File: src/rtl/core/ipcsp_pkg.sv
// ----------------------------------------------------------------------------
// ipcsp_pkg: shared definitions of the classifying stride prefetcher
// Field widths, class and direction codes, thresholds, and the command and
// status groups that pass between the controller and the datapath.
// ----------------------------------------------------------------------------
package ipcsp_pkg;

    // Default table geometry.
    localparam int IP_SETS_DFLT   = 64;
    localparam int IP_WAYS_DFLT   = 4;
    localparam int SIG_SETS_DFLT  = 128;
    localparam int SIG_WAYS_DFLT  = 4;
    localparam int PAGE_BITS_DFLT = 6;

    // Field widths.
    localparam int IP_W    = 48;
    localparam int BLK_W   = 58;
    localparam int STR_W   = 59;
    localparam int SIG_W   = 12;
    localparam int CONF_W  = 4;
    localparam int CLS_W   = 2;
    localparam int META_W  = 32;
    localparam int CNT_W   = 11;
    localparam int DEG_W   = 4;
    localparam int MKEY_W  = 48;
    localparam int MSTEP_W = 3;

    // Load classes.
    localparam logic [CLS_W-1:0] CL_NL   = 2'd0;
    localparam logic [CLS_W-1:0] CL_CS   = 2'd1;
    localparam logic [CLS_W-1:0] CL_CPLX = 2'd2;
    localparam logic [CLS_W-1:0] CL_GS   = 2'd3;

    // Global stream direction.
    localparam logic [1:0] DIR_NONE = 2'b00;
    localparam logic [1:0] DIR_UP   = 2'b01;
    localparam logic [1:0] DIR_DOWN = 2'b11;

    // Confidence thresholds.
    localparam logic [CONF_W-1:0] CONF_MAX       = 4'd8;
    localparam logic [CONF_W-1:0] CONF_HIGH      = 4'd4;
    localparam logic [CONF_W-1:0] CONF_CPLX_MIN  = 4'd2;
    localparam logic [CONF_W-1:0] CONF_CPLX_KEEP = 4'd1;

    localparam logic [STR_W-1:0] GS_MAX_MAG  = 59'd64;
    localparam logic [CNT_W:0]   DIR_MARGIN  = 12'd3;
    localparam logic [CNT_W:0]   DECAY_LIMIT = 12'd1024;

    // Prefetch degree for each class.
    localparam logic [DEG_W-1:0] DEG_CS   = 4'd8;
    localparam logic [DEG_W-1:0] DEG_CPLX = 4'd3;
    localparam logic [DEG_W-1:0] DEG_GS   = 4'd5;
    localparam logic [DEG_W-1:0] DEG_NL   = 4'd1;
    localparam logic [DEG_W-1:0] DEG_NONE = 4'd0;

    // Set index reduction runs one byte per step.
    localparam logic [MSTEP_W-1:0] IP_MOD_STEPS  = 3'd6;
    localparam logic [MSTEP_W-1:0] SIG_MOD_STEPS = 3'd2;

    typedef struct packed {
        logic clear;
        logic accept;
        logic ip_rd;
        logic ip_eval;
        logic ip_upd;
        logic mod_sig_old;
        logic mod_sig_new;
        logic sig_rd;
        logic sig1_wr;
        logic sig2_eval;
        logic gen_setup;
        logic gen_run;
        logic gen_flush;
    } ipcsp_cmd_t;

    typedef struct packed {
        logic             clear_last;
        logic             mod_done;
        logic [CLS_W-1:0] cls;
        logic             gen_done;
        logic             flush_done;
        logic             pend_valid;
    } ipcsp_sts_t;

endpackage

File: src/rtl/core/ipcsp_ctrl.sv
// ----------------------------------------------------------------------------
// ipcsp_ctrl: sequencer of the classifying stride prefetcher
// Steps one access through set reduction, table read, update, signature
// table work and prefetch generation.
// ----------------------------------------------------------------------------
module ipcsp_ctrl import ipcsp_pkg::*;
(
    input  logic       clk,
    input  logic       rst_n,
    input  logic       in_valid,
    output logic       in_ready,
    output ipcsp_cmd_t cmd,
    input  ipcsp_sts_t sts
);

    localparam logic [3:0] S_CLEAR     = 4'd0;
    localparam logic [3:0] S_IDLE      = 4'd1;
    localparam logic [3:0] S_IP_MOD    = 4'd2;
    localparam logic [3:0] S_IP_RD     = 4'd3;
    localparam logic [3:0] S_IP_EVAL   = 4'd4;
    localparam logic [3:0] S_IP_UPD    = 4'd5;
    localparam logic [3:0] S_DISPATCH  = 4'd6;
    localparam logic [3:0] S_SIG1_MOD  = 4'd7;
    localparam logic [3:0] S_SIG1_RD   = 4'd8;
    localparam logic [3:0] S_SIG1_WR   = 4'd9;
    localparam logic [3:0] S_SIG2_MOD  = 4'd10;
    localparam logic [3:0] S_SIG2_RD   = 4'd11;
    localparam logic [3:0] S_SIG2_EVAL = 4'd12;
    localparam logic [3:0] S_GEN_SETUP = 4'd13;
    localparam logic [3:0] S_GEN_RUN   = 4'd14;
    localparam logic [3:0] S_GEN_FLUSH = 4'd15;

    logic [3:0] state_reg;
    logic [3:0] state_next;

    always_ff @(posedge clk or negedge rst_n)
    begin
        if (!rst_n)
        begin
            state_reg <= S_CLEAR;
        end
        else
        begin
            state_reg <= state_next;
        end
    end

    always_comb
    begin
        state_next = state_reg;
        cmd        = '0;
        in_ready   = 1'b0;
        case (state_reg)
            S_CLEAR:
            begin
                cmd.clear = 1'b1;
                if (sts.clear_last)
                begin
                    state_next = S_IDLE;
                end
            end
            S_IDLE:
            begin
                in_ready = 1'b1;
                if (in_valid)
                begin
                    cmd.accept = 1'b1;
                    state_next = S_IP_MOD;
                end
            end
            S_IP_MOD:
            begin
                if (sts.mod_done)
                begin
                    state_next = S_IP_RD;
                end
            end
            S_IP_RD:
            begin
                cmd.ip_rd  = 1'b1;
                state_next = S_IP_EVAL;
            end
            S_IP_EVAL:
            begin
                cmd.ip_eval = 1'b1;
                state_next  = S_IP_UPD;
            end
            S_IP_UPD:
            begin
                cmd.ip_upd = 1'b1;
                state_next = S_DISPATCH;
            end
            S_DISPATCH:
            begin
                if (sts.cls == CL_CPLX)
                begin
                    cmd.mod_sig_old = 1'b1;
                    state_next      = S_SIG1_MOD;
                end
                else
                begin
                    state_next = S_GEN_SETUP;
                end
            end
            S_SIG1_MOD:
            begin
                if (sts.mod_done)
                begin
                    state_next = S_SIG1_RD;
                end
            end
            S_SIG1_RD:
            begin
                cmd.sig_rd = 1'b1;
                state_next = S_SIG1_WR;
            end
            S_SIG1_WR:
            begin
                cmd.sig1_wr     = 1'b1;
                cmd.mod_sig_new = 1'b1;
                state_next      = S_SIG2_MOD;
            end
            S_SIG2_MOD:
            begin
                if (sts.mod_done)
                begin
                    state_next = S_SIG2_RD;
                end
            end
            S_SIG2_RD:
            begin
                cmd.sig_rd = 1'b1;
                state_next = S_SIG2_EVAL;
            end
            S_SIG2_EVAL:
            begin
                cmd.sig2_eval = 1'b1;
                state_next    = S_GEN_SETUP;
            end
            S_GEN_SETUP:
            begin
                cmd.gen_setup = 1'b1;
                state_next    = S_GEN_RUN;
            end
            S_GEN_RUN:
            begin
                cmd.gen_run = 1'b1;
                if (sts.gen_done)
                begin
                    state_next = S_GEN_FLUSH;
                end
            end
            S_GEN_FLUSH:
            begin
                cmd.gen_flush = 1'b1;
                if (sts.flush_done)
                begin
                    state_next = S_IDLE;
                end
            end
            default:
            begin
                state_next = S_CLEAR;
            end
        endcase
    end

endmodule

File: config.mk
export PLATFORM = sky130hd
export DESIGN_NAME = ipcsp_ctrl
export DESIGN_NICKNAME = d
export VERILOG_FILES = /design/src/rtl/core/ipcsp_pkg.sv /design/src/rtl/core/ipcsp_ctrl.sv
export SDC_FILE = /design/constraint.sdc
export NUM_CORES = 1
export LEC_CHECK = 0
export BUFFER_PORTS_ARGS = -buffer_cell sky130_fd_sc_hd__buf_2
export CORE_AREA = 2 2 39 41
export CTS_CLUSTER_SIZE = 8
export DETAILED_ROUTE_END_ITERATION = 7
export DIE_AREA = 0 0 41 43
export GPL_ROUTABILITY_DRIVEN = 0
export GPL_TIMING_DRIVEN = 0
export PLACE_DENSITY_LB_ADDON = 0.12
export SETUP_SLACK_MARGIN = 0.1
export SLEW_MARGIN = 20
export SYNTH_ARGS = -nofsm -noshare
export SYNTH_HDL_FRONTEND = slang
export SYNTH_SLANG_ARGS = --single-unit
File: constraint.sdc
create_clock -name clk -period 1.5 [get_ports clk]
set_input_delay 0.075 -clock clk [delete_from_list [all_inputs] [get_ports clk]]
set_output_delay 0.075 -clock clk [all_outputs]
set_load 0.005 [all_outputs]
# --- After elaboration in Yosys (flattened, before gate mapping) ---
# Cells that the tools add are included.
totals:
  regBits: 4
  in_bits: 10
  output_inout_bits: 14
  elab_cells: 51
classes:
  n_eq_ne: 23
  muxes: 24
  n_reduce_logical: 3
ops:
  columns: ["operator", "count"]
  rows:
  - ["$pmux 4 s16", 1]
  - ["$eq 4x4->1 const B", 8]
  - ["$mux 4", 8]
  - ["$eq 4x3->1 const B", 4]
  - ["$mux 1", 15]
  - ["$ne 2x2->1 const B", 7]
  - ["$eq 4x2->1 const B", 2]
  - ["$reduce_and 7->1", 1]
  - ["$eq 4x1->1 const B", 1]
  - ["$logic_not 4->1", 1]
  - ["$eq 2x2->1 const B", 1]
  - ["$reduce_or 2->1", 1]

# --- Logic depth before layout (Yosys ltp) ---
# Gate-level depths: netlist of the first run.
logic_depth:
  word_depth: 3
  depth_mapped: 5
  ltp_nobuf: 3

# --- Worst setup path before layout of the first run ---
# Ideal clock, no wire load.
synth_path:
  kind: "register to register"
  from: "reg state_reg[3]"
  to: "reg state_reg[0]"
  setup_time_ns: 0.082
  arrival_ns: 1.219
  required_time_ns: 1.418
  setup_slack_ns: 0.199
  stages_incl_launch_ff: 6
  n_path_buf: 2
  period_less_slack_ns: 1.301
  path_cell_list: "dfrtp_1 > buf_6 > or2_1 > buf_6 > o32a_1 > o22ai_1"
synth_between:
  elab_chain_cells: 3
  elab_cells_between_ends: 25
  classes_between: "eq/ne (22); mux (1); reduce/logical (2)"
synth_rtl:
  columns: ["item", "line", "rtl"]
  rows:
  - ["start: declaration", "ipcsp_ctrl.sv:33", "logic [3:0] state_reg;"]
  - ["start signal: assignment", "ipcsp_ctrl.sv:44", "state_reg <= state_next;"]
  - ["$eq 4x2->1, or another cell as far along", "ipcsp_ctrl.sv:53", "case (state_reg)"]
  - ["$ne 2x2->1 (no source line)", null, null]
  - ["$reduce_and 7->1 (no source line)", null, null]
# Parallel ways exist; a longest one is shown, timed or not.
# A chain may end at the register's enable or synchronous reset.

==> impl_metrics.toml, run 1 <==
[routing]
drt_wl_total_microns = 1130
drc = 0
avgRoutedWirePerCell_microns = 11.5
dr.pass1.iters = 4
ant_nets = 0
via_count = 476
avgViaCountPerCell = 4.86
drtIter0Drc = 15

[cells_and_area]
largest_reg_flops = 4
n_antenna_cell = 0
drive_gt1_share_pct = 48.8
stdcell_area_sq_um = 603
register_area_sq_um = 103
fin_nets = 94
multi_input_area_sq_um = 255
final_cells = 98
nFillCells = 147
area.growth.synth_to_final_pct = 56.5

[clock_tree]
path_clk_slew_ps = 40
clk_latency_ps = 240
cts.sinks = 4
h-tree-depth = 1
cts_tree = "yes"
cts_root_buffer = "clkbuf_4"
numCtsBuffers = 3
cts_max_path_buffers = 2

[setup_path]
slowest_stage = "dfrtp_1"
worstPathArrival_ps = 1340
max_stage_delay_ps = 360
path_cells = "buf_6 > or2_1 > buf_6 > nor2_4 > and2_1 > buf_2"
critPathLaunchType = "flip-flop"
crit_required_ps = 1420
path_max_fanout = 6
cp_common_cell = "buf_6"
critical_path_class = "flip-flop to output port"
end_kind = "output port"

[synthesis]
yosys.area.top_type_share_pct = 26.0
synth_cell_type_count = 24
syn-num-nets = 62
ys_warn_count = 0
synthTopCellsByArea = "dfrtp_1 26%, nor2_1 6.8%, nand2b_1 6.5%"
ys_ff_latch = 4
syn_avg_cell_area_sq_um = 7.41
syn_area_sq_um = 385
synth_top_cell_by_area = "dfrtp_1"
ys_seq_area_share_pct = 26.0
syn_inst = 52

[timing]
slew_viol_final = 0
fin_ws_ps = 87.6
slew_headroom_pct = 84.9
hold_viol_final = 0
worst_slew_pin_slew_ps = 227
finClkSkew_ps = 5.36
timing.final.crit_share_pct = 94.2
finalSetupViolations = 0
min_period_ps = 1410
max_freq_mhz = 708
rsz0062_at_grt = "yes"

[floorplanning]
die_area_sq_um = 1760
num_io_pins = 24
die_h_microns = 43
num_rows = 14
core_sq_um = 1380
die_w_microns = 41
start_util_pct = 27.8

[power_and_ir_drop]
leakage_nw = 0.313
max-vdd-ir-drop_mv = 0.705
powerDensity_nw_per_um2 = 1940
finalPower_mw = 1.17

[status]
outcome = "finished clean"

[placement]
place_hpwl_microns = 811
preCtsSetupSlack_ps = 137
dp.cells = 90
io_buffers = 22
placed_area_sq_um = 515

[global_routing]
grt_pass1_wl_microns = 1640
antenna_found_initial = 0
grt_use_total_pct = 13.8
grt_pass1_vias = 387
grt_start_max_net_pins = 11
grt_remaining_overflow = 0

[flow_run]
cap_viol_max_count = 0

[worst_hold_path]
hp-class = "input port to flip-flop"
## power by group
| group | total (mW) | internal (mW) | switching, mW | leakage (nW) |
|---|---|---|---|---|
| clock | 0.138 | 0.0898 | 0.0479 | 0.0138 |
| combinational | 0.810 | 0.400 | 0.410 | 0.256 |
| sequential | 0.224 | 0.170 | 0.0538 | 0.0438 |
## critical path, delay by kind of cell, from the launching register on
family / cells / cell delay, ps
buffers and inverters: 3 / 360
flip-flops: 1 / 360
AND/OR/NAND/NOR: 3 / 390
## through the flow
stage | util (%) | hold slack [ps] | setup TNS, ps
detailed placement | 37.3 | -117 | 0
finish | 43.6 | 127 | 0
CTS | 41.2 | 133 | 0
floorplan | - | -221 | 0
global placement | 37.3 | -119 | 0
global route | 43.6 | 138 | -1.48
## cells in the mapped netlist
library cell / n
nand3_1: 1
nor2b_1: 1
o22ai_1: 2
nor3_1: 4
clkbuf_1: 2
mux2_2: 1
o221ai_1: 1
or2b_1: 1
o21ai_0: 4
nand2_1: 5
nor2_1: 7
nand2b_1: 4
or2_1: 1
and2b_1: 1
mux2i_1: 1
dfrtp_1: 4
o32a_1: 1
inv_1: 2
buf_4: 1
and2_1: 2
and3b_1: 1
buf_6: 2
o2111ai_1: 1
o31ai_1: 2
## area by class of cell
cell class / instances / share of cell area [%]
Timing Repair Buffer: 28 / 26.1
Clock buffer: 3 / 3.73
Buffer: 4 / 6.22
Multi-Input combinational cell: 41 / 42.3
Tap cell: 16 / 3.32
Inverter: 2 / 1.24
Sequential cell: 4 / 17.0
## cells by family after synthesis
kind of cell	count (synthesis)	synth area share (%)
AO/OA/AOI/OAI	11	19.5
buffers and inverters	7	11.7
AND/OR/NAND/NOR	28	37.3
multiplexers	2	5.52
flip-flops	4	26.0
## final timing paths
check | cells after the start | startpoint | endpoint | slack (ps)
max in group asynchronous | 2 | rst_n | state_reg[0]$_DFFE_PN0P_ | 1190
min in group asynchronous | 2 | rst_n | state_reg[2]$_DFFE_PN0P_ | 180
hold reg to reg | 3 | state_reg[3]$_DFFE_PN0P_ | state_reg[3]$_DFFE_PN0P_ | 680
setup / recovery | 6 | state_reg[3]$_DFFE_PN0P_ | cmd[11] | 90
setup reg to reg | 5 | state_reg[3]$_DFFE_PN0P_ | state_reg[0]$_DFFE_PN0P_ | 180
hold / removal | 3 | sts[6] | state_reg[0]$_DFFE_PN0P_ | 130
## timing repair
| item | 4_1_cts | 5_1_grt |
|---|---|---|
| hold buffers | 1 | 0 |
| hold endpoints to repair | 4 | 0 |
| buffers inserted | 2 | 3 |
| gates resized for setup | 5 | 4 |
| pin swaps | 2 | 0 |
| gates cloned | 0 | 0 |
| endpoints found under the setup margin | 10 | 5 |
## per-layer routing
metal	track usage, %	part of all wire [%]
met1	19.7	44
met3	3.14	10
met5	0	0
met4	6.00	0
met2	19.1	45
## layout by cell type (no fill, tap or decap), types with 2 or more instances in the layout
cell       n
nand2b_1   3
dfrtp_2    2
clkbuf_4   4
nor2_1     6
buf_6      2
buf_4      6
o21ai_0    4
o22ai_1    2
buf_2     22
o31ai_1    2
nor3_1     3
dfrtp_1    2
and2_1     2
nand2_1    5
inv_1      2
Note: power is estimated with default switching activity, not from simulation.
==> run 2: changes to the inputs <==
Clock period 1.5 ns to 1.6 ns, I/O delays scaled along.
==> run 2 against run 1 <==
  * Die area did not move
  * Sequential share of layout area rose by 0.36 points
  * Cell area fell by 2.1%
  * Sequential power barely moved
  * Clock power fell by 7%
  * Cell count fell by 1.0%
  * Power fell by 9.6%
  * Global-route usage fell by 0.39 points
  * Worst setup slack improved by 93 ps
  * First-iteration DRC count rose by 47%
  * Routed wire length fell by 0.62%
  * Largest power group unchanged
  * Highest routed layer unchanged
==> impl_metrics.toml, run 2 (synthesis results as in run 1) <==
[clock_tree]
cts.sinks = 4
clk_latency_ps = 240
cts_tree = "yes"
cts_root_buffer = "clkbuf_4"
numCtsBuffers = 3
path_clk_slew_ps = 40
h-tree-depth = 1
cts_max_path_buffers = 2

[timing]
holdWs_ps = 131
slew_headroom_pct = 83.1
finClkSkew_ps = 6.05
fin_setup_tns_ps = 0
min_period_ps = 1420
slew_viol_final = 0
fin_ws_ps = 181
rsz0062_at_grt = "yes"
worst_slew_pin_slew_ps = 253
max_freq_mhz = 705
timing.final.crit_share_pct = 88.7
hold_viol_final = 0
finalSetupViolations = 0

[floorplanning]
die_h_microns = 43
core_sq_um = 1380
start_util_pct = 27.8
num_io_pins = 24
num_rows = 14
die_area_sq_um = 1760
die_w_microns = 41

[setup_path]
crit_required_ps = 1520
end_kind = "output port"
critical_path_class = "flip-flop to output port"
critPathLaunchType = "flip-flop"
path_max_fanout = 6
worstPathArrival_ps = 1340

[global_routing]
grt_remaining_overflow = 0
met3_usage_pct = 3.14
met1_usage_pct = 18.4
grt_start_max_net_pins = 11
grtUsageMet2_pct = 19.1
busiest_layer = "met2"
antenna_found_initial = 0
grt_use_total_pct = 13.4
grt_pass1_vias = 380
grt_pass1_wl_microns = 1590

[power_and_ir_drop]
leakage_nw = 0.307
powerDensity_nw_per_um2 = 1790
max-vdd-ir-drop_mv = 0.663

[cells_and_area]
layout_commonest_cell = "buf_2"
fin_util_pct = 42.7
fin_nets = 93
largest_reg_flops = 4
drive_gt1_share_pct = 46.9
area.growth.synth_to_final_pct = 53.2
layout_common_cells = "22 x buf_2, 6 x nor2_1, 5 x nand2_1, 5 x buf_4"
n_antenna_cell = 0

[routing]
avgViaCountPerCell = 5.00
via_count = 485
ant_nets = 0
drt_wl_total_microns = 1120
drc = 0
drtIter0Drc = 22
avgRoutedWirePerCell_microns = 11.6
dr.pass1.iters = 4

[status]
outcome = "finished clean"

[worst_hold_path]
hp-class = "input port to flip-flop"

[placement]
place_hpwl_microns = 811
preCtsSetupSlack_ps = 237
io_buffers = 22

[flow_run]
cap_viol_max_count = 0
## run 2: metrics by stage
stage               instance area [sq um]  instances  total power [mW]
floorplan                             385         52             0.643
global placement                      515         90             0.839
detailed placement                    515         90             0.841
CTS                                   548         93             0.976
global route                          591         97              1.14
finish                                591         97              1.06
## run 2: worst max-delay path: stages (launching register included)
cell     delay (ps)
dfrtp_1         360
buf_6           120
or2_1           210
buf_6           140
nor2_4           70
and2_1          110
buf_2           100
## run 2: repair_timing
item,4_1_cts,5_1_grt
pin swaps,0,2
setup endpoints to repair,4,3
endpoints found under the hold margin,4,0
hold buffers,1,0
resized for setup,2,4
setup buffers,0,4
## run 2: final timing paths
| path | start | end | slack, ps | cells past startpoint |
|---|---|---|---|---|
| worst min register to register | state_reg[2]$_DFFE_PN0P_ | state_reg[2]$_DFFE_PN0P_ | 590 | 1 |
| min in group asynchronous | rst_n | state_reg[2]$_DFFE_PN0P_ | 190 | 2 |
| worst max-delay path | state_reg[3]$_DFFE_PN0P_ | cmd[11] | 180 | 6 |
| max in group asynchronous | rst_n | state_reg[0]$_DFFE_PN0P_ | 1280 | 2 |
| worst max register to register | state_reg[3]$_DFFE_PN0P_ | state_reg[2]$_DFFE_PN0P_ | 190 | 6 |
| worst min-delay path | sts[6] | state_reg[0]$_DFFE_PN0P_ | 130 | 3 |
## run 2: final cells by class
class | instances | area (sq um)
Buffer | 4 | 35.0
Clock buffer | 3 | 22.5
Fill cell | 149 | 793
Inverter | 2 | 7.51
Multi-Input combinational cell | 41 | 253
Sequential cell | 4 | 103
Tap cell | 16 | 20.0
Timing Repair Buffer | 27 | 150
## run 2: report_power, final
group / switching [mW] / internal, mW
clock network: 0.0450 / 0.0842
registers: 0.0646 / 0.160
logic: 0.361 / 0.345
## run 2: routing by layer
metal / wire length, microns / up-vias
met2: 519 / 27
met5: 0 / -
met3: 103 / 0
met4: 0 / 0
met1: 501 / 221
li1: - / 237
==> run 3: changes to the inputs <==
==> constraint.sdc (replaced) <==
create_clock -name clk -period 1.6 [get_ports clk]
set_input_delay 0.24 -clock clk [delete_from_list [all_inputs] [get_ports clk]]
set_output_delay 0.24 -clock clk [all_outputs]
set_load 0.005 [all_outputs]
==> run 3 against run 2 <==
  * Fmax shrank 9.6%
  * Sequential power shrank 5%
  * Power grew 7.1%
  * Routed wire length grew 3.0%
  * Non-clock buffer count grew 2
  * Clock-buffer cell count is the same
  * Sequential share of layout area shrank 0.77 points
  * Core utilization grew 2.0 points
  * Cell count grew 2.1%
  * First-iteration DRC count shrank 59%
==> impl_metrics.toml, run 3 (synthesis results as in run 1) <==
[routing]
drt_wl_total_microns = 1160
dr.pass1.iters = 4
ant_nets = 0
avgViaCountPerCell = 4.90
via_count = 485
drtIter0Drc = 9
avgRoutedWirePerCell_microns = 11.7
drc = 0

[timing]
hold_viol_final = 0
rsz0062_at_grt = "yes"
slew_headroom_pct = 85.2
fin_setup_tns_ps = 0
min_period_ps = 1570
timing.final.crit_share_pct = 98.1
finClkSkew_ps = 6.59
max_freq_mhz = 637
slew_viol_final = 0
worst_slew_pin_slew_ps = 221
finalSetupViolations = 0

[cells_and_area]
n_antenna_cell = 0
area.growth.synth_to_final_pct = 60.4
layout_commonest_cell = "buf_2"
drive_gt1_share_pct = 53.0
layout_common_cells = "22 x buf_2, 7 x buf_4, 6 x nor2_1"
fin_nets = 95
largest_reg_flops = 4
stdcell_area_sq_um = 618
fin_util_pct = 44.7
final_cells = 99

[clock_tree]
cts_max_path_buffers = 2
cts_tree = "yes"
numCtsBuffers = 3
h-tree-depth = 1
cts_root_buffer = "clkbuf_4"
clk_latency_ps = 240
cts.sinks = 4
path_clk_slew_ps = 40

[setup_path]
path_max_fanout = 4
critical_path_class = "flip-flop to output port"
worstPathArrival_ps = 1330
end_kind = "output port"
crit_required_ps = 1360
critPathLaunchType = "flip-flop"

[global_routing]
antenna_found_initial = 0
grt_start_max_net_pins = 11
grt_pass1_wl_microns = 1630
met1_usage_pct = 19.0
busiest_layer = "met2"
grtUsageMet2_pct = 19.4
grt_pass1_vias = 384
grt_use_total_pct = 13.7
grt_remaining_overflow = 0
met3_usage_pct = 3.14

[power_and_ir_drop]
leakage_nw = 0.318
max-vdd-ir-drop_mv = 0.713
powerDensity_nw_per_um2 = 1840
finalPower_mw = 1.13

[floorplanning]
start_util_pct = 27.8
die_area_sq_um = 1760
core_sq_um = 1380
die_h_microns = 43
num_io_pins = 24
die_w_microns = 41
num_rows = 14

[placement]
place_hpwl_microns = 811
placed_area_sq_um = 515
dp.cells = 90
io_buffers = 22

[status]
outcome = "finished clean"

[worst_hold_path]
hp-class = "input port to flip-flop"

[flow_run]
cap_viol_max_count = 0
run 3: area by class of cell:
| cell class | count | area (sq um) |
|---|---|---|
| multi-input cells | 41 | 263 |
| plain buffers | 4 | 37.5 |
| inverters | 2 | 7.51 |
| fillers | 147 | 766 |
| well taps | 16 | 20.0 |
| clock buffers | 3 | 22.5 |
| flip-flops and latches | 4 | 103 |
| repair buffers | 29 | 165 |
run 3: power breakdown:
group	switching, mW	internal, mW	total, mW
clock	0.0458	0.0842	0.130
combinational	0.402	0.391	0.792
sequential	0.0528	0.160	0.212
run 3: layer usage:
| layer | share of wire, % | wire length (microns) |
|---|---|---|
| met1 | 47 | 546 |
| met2 | 45 | 526 |
| met3 | 7.3 | 84 |
| met4 | 0 | 0 |
| met5 | 0 | 0 |
run 3: critical path, cell delays in order, from the launching register on:
cell and delay [ps]:
dfrtp_1 360, buf_6 120, or2_1 210, buf_6 130
nor2_4 70, and2_1 110, buf_2 100
run 3: stage by stage:
stage | setup slack (ps) | hold slack, ps
after CTS | 19.9 | 298
after global routing | -53.1 | 302
after floorplan | 261 | -55.6
after global placement | 101 | 46.2
final | 30.4 | 289
after detailed placement | 105 | 48.4
run 3: worst paths after layout:
| kind | start | end | slack, ps | cells past startpoint |
|---|---|---|---|---|
| worst max-delay path | state_reg[3]$_DFFE_PN0P_ | cmd[11] | 30 | 6 |
| worst min-delay path | sts[6] | state_reg[0]$_DFFE_PN0P_ | 290 | 3 |
| worst max register to register | state_reg[3]$_DFFE_PN0P_ | state_reg[0]$_DFFE_PN0P_ | 150 | 6 |
| worst min register to register | state_reg[0]$_DFFE_PN0P_ | state_reg[0]$_DFFE_PN0P_ | 670 | 3 |
| max in group asynchronous | rst_n | state_reg[2]$_DFFE_PN0P_ | 1130 | 2 |
| min in group asynchronous | rst_n | state_reg[0]$_DFFE_PN0P_ | 340 | 2 |
run 3: what timing repair did:
item                                   in CTS  in global routing
setup buffers                               3                  3
gates cloned                                0                  0
endpoints found under the hold margin       4                  0
gates resized for setup                     7                  4
setup endpoints to repair                  12                 10
pin swaps                                   3                  1
hold buffers                                1                  0
